==> src/hdl/compandor_gain_computer_unit_macros.svh <==
// Assertion helpers used by the compandor gain computer controller.
`ifndef COMPANDOR_GAIN_COMPUTER_UNIT_MACROS_SVH
`define COMPANDOR_GAIN_COMPUTER_UNIT_MACROS_SVH

// The consequent holds in the same cycle as the antecedent.
`define CGC_ASSERT_SAME(label, clk, rst, ante, cons, msg) \
  label: assert property (@(posedge clk) disable iff (rst) (ante) |-> (cons)) \
    else $error(msg);

// The consequent holds in the cycle after the antecedent.
`define CGC_ASSERT_NEXT(label, clk, rst, ante, cons, msg) \
  label: assert property (@(posedge clk) disable iff (rst) (ante) |=> (cons)) \
    else $error(msg);

`endif

==> src/hdl/cgc_pkg.sv <==
package cgc_pkg;

  localparam int LOG_TABLE_BITS_DEF = 8;
  localparam int AMP_BITS = 16;

  localparam logic [16:0] ONE_Q16         = 17'd65536;
  localparam logic [31:0] LOW_LEVEL_LIMIT = 32'd21474;
  localparam logic [16:0] LOW_RISE        = 17'd6554;
  localparam logic [16:0] LOW_FALL        = 17'd19661;
  localparam logic [16:0] GAIN_RISE       = 17'd45875;
  localparam logic [16:0] GAIN_FALL       = 17'd26214;
  localparam logic [15:0] GAIN_RESET      = 16'd4096;
  localparam logic [4:0]  SQRT_LAST       = 5'(AMP_BITS - 1);

  typedef enum logic [1:0] {
    REGION_COMPRESS = 2'd0,
    REGION_EXPAND   = 2'd1,
    REGION_FLAT     = 2'd2,
    REGION_CONCEAL  = 2'd3
  } region_t;

  typedef enum logic [2:0] {
    IDX_LEVEL_RISE  = 3'd0,
    IDX_LEVEL_FALL  = 3'd1,
    IDX_UPPER_THR   = 3'd2,
    IDX_LOWER_THR   = 3'd3,
    IDX_UPPER_RATIO = 3'd4,
    IDX_LOWER_RATIO = 3'd5,
    IDX_CONCEAL     = 3'd6,
    IDX_MOD_GAIN    = 3'd7
  } cfg_idx_t;

  typedef struct packed {
    logic [16:0] level_rise_coef;
    logic [16:0] level_fall_coef;
    logic [15:0] upper_threshold;
    logic [15:0] lower_threshold;
    logic [14:0] upper_ratio;
    logic [14:0] lower_ratio;
    logic [15:0] conceal_level;
    logic [15:0] moderate_gain;
  } cfg_t;

  typedef struct packed {
    logic       load;
    logic       lvl_a;
    logic       lvl_b;
    logic       sqrt_step;
    logic       sel;
    logic       log_step;
    logic       den_init;
    logic       exp_init;
    logic       exp_step;
    logic       value;
    logic       shift;
    logic       gm_a;
    logic       gm_b;
    logic [4:0] idx;
  } cmd_t;

  // Elaboration-time integer square root, used only to build the root table.
  function automatic logic [63:0] isqrt64(logic [63:0] v);
    logic [63:0] res;
    logic [63:0] bit_v;
    logic [63:0] x;
    res = 64'd0;
    bit_v = 64'd1 << 62;
    x = v;
    for (int i = 0; i < 32; i++) begin
      if (bit_v > x) bit_v = bit_v >> 2;
    end
    for (int i = 0; i < 32; i++) begin
      if (bit_v != 64'd0) begin
        if (x >= res + bit_v) begin
          x = x - (res + bit_v);
          res = (res >> 1) + bit_v;
        end else begin
          res = res >> 1;
        end
        bit_v = bit_v >> 2;
      end
    end
    return res;
  endfunction

  // Q30 value of 2^(2^-k), truncated the same way at every level.
  function automatic logic [30:0] exp_root(int k);
    logic [63:0] r;
    r = isqrt64(64'd1 << 61);
    for (int j = 2; j <= k; j++) r = isqrt64(r << 30);
    return r[30:0];
  endfunction

  function automatic logic [3:0] msb16(logic [15:0] x);
    logic [3:0] p;
    p = 4'd0;
    for (int i = 1; i < 16; i++) begin
      if (x[i]) p = 4'(i);
    end
    return p;
  endfunction

endpackage

==> src/hdl/cgc_controller.sv <==
`include "compandor_gain_computer_unit_macros.svh"

module cgc_controller #(
  parameter int LOG_TABLE_BITS = cgc_pkg::LOG_TABLE_BITS_DEF
) (
  input  logic          clk,
  input  logic          rst,
  input  logic          in_valid,
  output logic          in_ready,
  input  logic          out_ready,
  output logic          out_valid,
  output cgc_pkg::cmd_t cmd
);

  localparam logic [4:0] LOG_LAST = 5'(LOG_TABLE_BITS - 1);

  typedef enum logic [13:0] {
    ST_IDLE  = 14'b00000000000001,
    ST_LVL_A = 14'b00000000000010,
    ST_LVL_B = 14'b00000000000100,
    ST_SQRT  = 14'b00000000001000,
    ST_SEL   = 14'b00000000010000,
    ST_LOG_N = 14'b00000000100000,
    ST_DEN   = 14'b00000001000000,
    ST_LOG_D = 14'b00000010000000,
    ST_EXP_I = 14'b00000100000000,
    ST_EXP   = 14'b00001000000000,
    ST_VAL   = 14'b00010000000000,
    ST_SHIFT = 14'b00100000000000,
    ST_GM_A  = 14'b01000000000000,
    ST_GM_B  = 14'b10000000000000
  } state_t;

  state_t     state, state_next;
  logic [4:0] cnt, cnt_next;
  logic       out_valid_next;

  always_comb begin
    state_next = state;
    cnt_next = cnt;
    cmd = '0;
    cmd.idx = cnt;
    in_ready = 1'b0;
    unique case (state)
      ST_IDLE: begin
        in_ready = 1'b1;
        if (in_valid) begin
          cmd.load = 1'b1;
          state_next = ST_LVL_A;
        end
      end
      ST_LVL_A: begin
        cmd.lvl_a = 1'b1;
        state_next = ST_LVL_B;
      end
      ST_LVL_B: begin
        cmd.lvl_b = 1'b1;
        cnt_next = 5'd0;
        state_next = ST_SQRT;
      end
      ST_SQRT: begin
        cmd.sqrt_step = 1'b1;
        cnt_next = cnt + 5'd1;
        if (cnt == cgc_pkg::SQRT_LAST) state_next = ST_SEL;
      end
      ST_SEL: begin
        cmd.sel = 1'b1;
        cnt_next = 5'd0;
        state_next = ST_LOG_N;
      end
      ST_LOG_N: begin
        cmd.log_step = 1'b1;
        cnt_next = cnt + 5'd1;
        if (cnt == LOG_LAST) state_next = ST_DEN;
      end
      ST_DEN: begin
        cmd.den_init = 1'b1;
        cnt_next = 5'd0;
        state_next = ST_LOG_D;
      end
      ST_LOG_D: begin
        cmd.log_step = 1'b1;
        cnt_next = cnt + 5'd1;
        if (cnt == LOG_LAST) state_next = ST_EXP_I;
      end
      ST_EXP_I: begin
        cmd.exp_init = 1'b1;
        cnt_next = 5'd0;
        state_next = ST_EXP;
      end
      ST_EXP: begin
        cmd.exp_step = 1'b1;
        cnt_next = cnt + 5'd1;
        if (cnt == LOG_LAST) state_next = ST_VAL;
      end
      ST_VAL: begin
        cmd.value = 1'b1;
        state_next = ST_SHIFT;
      end
      ST_SHIFT: begin
        cmd.shift = 1'b1;
        state_next = ST_GM_A;
      end
      ST_GM_A: begin
        cmd.gm_a = 1'b1;
        state_next = ST_GM_B;
      end
      ST_GM_B: begin
        // The gain state and the output register update together, so wait
        // until the previous result has left.
        if (!out_valid || out_ready) begin
          cmd.gm_b = 1'b1;
          state_next = ST_IDLE;
        end
      end
      default: state_next = ST_IDLE;
    endcase
  end

  always_comb begin
    if (cmd.gm_b) out_valid_next = 1'b1;
    else if (out_ready) out_valid_next = 1'b0;
    else out_valid_next = out_valid;
  end

  always_ff @(posedge clk) begin
    if (rst) begin
      state <= ST_IDLE;
      cnt <= 5'd0;
      out_valid <= 1'b0;
    end else begin
      state <= state_next;
      cnt <= cnt_next;
      out_valid <= out_valid_next;
    end
  end

  `CGC_ASSERT_NEXT(a_result_shown, clk, rst, cmd.gm_b, out_valid, "result not presented")
  `CGC_ASSERT_NEXT(a_result_held, clk, rst, out_valid && !out_ready, out_valid, "result lost")
  `CGC_ASSERT_SAME(a_no_overwrite, clk, rst, cmd.gm_b, !out_valid || out_ready,
                   "pending result overwritten")
  `CGC_ASSERT_NEXT(a_accept_starts, clk, rst, in_valid && in_ready, state == ST_LVL_A,
                   "accepted transaction did not start")

endmodule

==> config.mk <==
export PLATFORM = sky130hd
export DESIGN_NAME = cgc_controller
export DESIGN_NICKNAME = d
export VERILOG_FILES = /design/src/hdl/cgc_pkg.sv /design/src/hdl/cgc_controller.sv
export VERILOG_INCLUDE_DIRS = /design/src /design/src/hdl
export SDC_FILE = /design/constraint.sdc
export NUM_CORES = 1
export LEC_CHECK = 0
export ABC_AREA = 0
export BUFFER_PORTS_ARGS = -buffer_cell sky130_fd_sc_hd__buf_2
export CELL_PAD_IN_SITES_DETAIL_PLACEMENT = 0
export CELL_PAD_IN_SITES_GLOBAL_PLACEMENT = 1
export CORE_MARGIN = 2
export CORE_UTILIZATION = 39
export CTS_CLUSTER_DIAMETER = 50
export DETAILED_ROUTE_END_ITERATION = 8
export GPL_TIMING_DRIVEN = 1
export PLACE_DENSITY = 0.78
export SLEW_MARGIN = 25
export SYNTH_ARGS = -nofsm -noshare
export SYNTH_HDL_FRONTEND = slang
export SYNTH_SLANG_ARGS = --single-unit
==> constraint.sdc <==
create_clock -name clk -period 2.1 [get_ports clk]
set_clock_uncertainty 0.05 [all_clocks]
set_input_delay 0.42 -clock clk [delete_from_list [all_inputs] [get_ports clk]]
set_output_delay 0.42 -clock clk [all_outputs]
set_load 0.05 [all_outputs]
==> flow_summary.ini <==
[run_status]
status = complete, but fails checks
violations = setup timing

[power]
ir_worst_vdd_mv = 0.3566
p_sw_uw = 448.6
swShare = 0.3771
p_int_uw = 741.0
clockPowerShare = 0.193
leakage_nw = 0.7524
pwr-share-seq = 0.350
combPwrFrac = 0.457
p_per_area_nw_per_um2 = 646.8

[floorplan]
start_util = 0.3983
dieArea_um2 = 3499
core_um2 = 2978
pin_count = 24
rows = 20
die_h_um = 59.15
dieWidth_um = 59.15

[min_path]
holdPathEnd = state[13]$_SDFFE_PP0P_
hold_start = rst
hp-class = input pin to flip-flop
min_path_cells = 2

[critical_path]
critPathLaunchType = flip-flop
worstPathMaxFanout = 4
crit_path_end_kind = output port
critPathKind = flip-flop to output port
reg2reg_from = state[6]$_SDFFE_PP0P_
r2r_slack_ps = 90
cp.required_ps = 1630
r2r-end = cnt[3]$_SDFFE_PP0P_
crit_arrival_ps = 1800
worst-r2r-cell-count = 8

[sta]
setup_ws_ps = -171.2
maxSlewViolCount = 0
tightest_slew_ps = 385.5
slew_headroom = 0.7394
setup_viol = 14
period_share = 1.082
max_freq_mhz = 440.3
rsz0062_at_grt = yes
whs_ps = 337.1
finalHoldViolCount = 0
min_period_ps = 2271
setup-tns-final_ps = -1657

[grt]
grt_antenna_before_repair = 0
grt_pass1_wl_um = 5816
grt_max_degree = 12
first_global_vias = 1224
track_usage = 0.2206
grt_overflow = 0

[cts]
insertion_delay_ps = 310
clockBufferDepth = 2
htree_levels = 1
cts_root_buf = clkbuf_4
cts_num_sinks = 20
cts_tree = yes
cts_buffers = 3
clk_pin_slew_ps = 120
ctsHoldBuffers = 0

[placement]
gp_congestion = 0.8519
place_inst = 213
hpwl_um = 2448
portBuffers = 23

[synth]
yosys.area.top_type = dfxtp_1
synth_area_um2 = 1186
synthTopCellsByArea = dfxtp_1 34%, nor4_4 5.4%, nand2_1 4.4%, nand3_1 4.2%, nor2_1 4.1%
yosys_warnings = 0
ys_ff_latch = 20
synth_common_cells = 20 x dfxtp_1, 14 x nand2_1, 13 x nor2_1
postSynth.asyncResetShare = 0
synth_area_per_cell_um2 = 8.412
synth.top_cell.area_share = 0.3376
ys_types = 41
syn-instance-count = 141
synth-seq-area-share = 0.3376
synth_flop_cell = dfxtp_1
yosysMostFrequentCell = dfxtp_1
synth_nets = 147
synth_edf_count = 0

[drt]
viasPerCell = 5.513
drtIter0Drc = 28
routed_wl_um = 3447
wl_per_cell_um = 15.39
drc = 0
drt_pass1_iterations = 4
detail-route-antenna-nets = 0
vias = 1235

[final_layout]
drive_gt1_frac = 0.4817
antennaDiodeCount = 0
fin_cells = 224
area_growth_pct = 55.06
fin_nets = 198

[run]
drv_cap = 0
[sequential cells by signal (all words and copies together) (netlist names)]
name	cells
out_valid	1
cnt	5
state	14
[metrics by stage]
stage	cell area, um2	utilization	total power, mW	worst slack (ps)
6_report	1839	0.6176	1.190	-171.2
2_1_floorplan	1255	-	0.7106	-222.1
3_5_place_dp	1536	0.5160	0.8410	42.05
4_1_cts	1788	0.6004	1.152	-176.1
5_1_grt	1839	0.6176	1.243	-289.7
3_3_place_gp	1536	0.5160	0.8371	90.22
[what timing repair did]
action                                  in CTS  in global routing
hold endpoints to repair                     0                  0
pin swaps                                   10                  5
setup buffers                                7                  0
resized for setup                           49                 14
endpoints found under the setup margin      14                 17
[logic make-up after synthesis]
logic type | Yosys count | synth area share
DFF | 20 | 0.3375
AOI/OAI and AO/OA | 25 | 0.1435
buffers and inverters | 10 | 0.04325
adders and majority gates | 2 | 0.02109
and+or+nand+nor | 79 | 0.4177
xor gates and xnor gates | 5 | 0.03692
[worst max-delay path, cell delays in order, from the launching register on]
cell and delay (ps):
dfxtp_4 380, nor4_4 390, and2_1 230, nand2_2 100, nor4_4 190, buf_6 200
[power groups by stage]
stage	clock (mW)	sequential (mW)	combinational (mW)
floorplan	0	0.433	0.278
global placement	0	0.419	0.419
detailed placement	0	0.422	0.419
CTS	0.234	0.417	0.500
global route	0.250	0.418	0.575
finish	0.230	0.416	0.543
[layout by cell type, fill, tap and decap left out, types with 4 or more instances in the layout]
cell / instances
buf_8: 4
nand2b_1: 4
xor2_1: 4
dfxtp_2: 5
nor3_1: 4
o21ai_0: 5
nor2_1: 9
nand3_1: 8
nand2_1: 11
buf_2: 9
buf_6: 13
nor4_4: 4
dfxtp_1: 13
buf_4: 25
[final cells by class]
class | instances | area (um2)
Sequential cell | 20 | 414.1
Inverter | 5 | 18.77
Multi-Input combinational cell | 111 | 889.6
Fill cell | 263 | 1139
Tap cell | 33 | 41.29
Clock buffer | 4 | 36.28
Timing Repair Buffer | 51 | 439.2
[routing by layer]
layer	GRT usage	wire (um)	vias to the layer above
li1	-	-	621
met1	0.2903	1560	585
met2	0.3762	1711	25
met3	0.04803	158	4
met4	0.03571	16	0
met5	0	0	-
[worst max path at each step]
stage | from | endpoint | slack (ps)
floorplan | state[9]$_SDFFE_PP0P_ | cmd[13] | -220
detailed placement | state[0]$_SDFFE_PP1P_ | cmd[7] | 40
CTS | state[3]$_SDFFE_PP0P_ | cmd[7] | -180
finish | state[6]$_SDFFE_PP0P_ | cmd[16] | -170
global route | state[1]$_SDFFE_PP0P_ | cmd[7] | -290
global placement | state[0]$_SDFFE_PP1P_ | cmd[7] | 90
No activity file was read; power rests on OpenSTA's default activity.
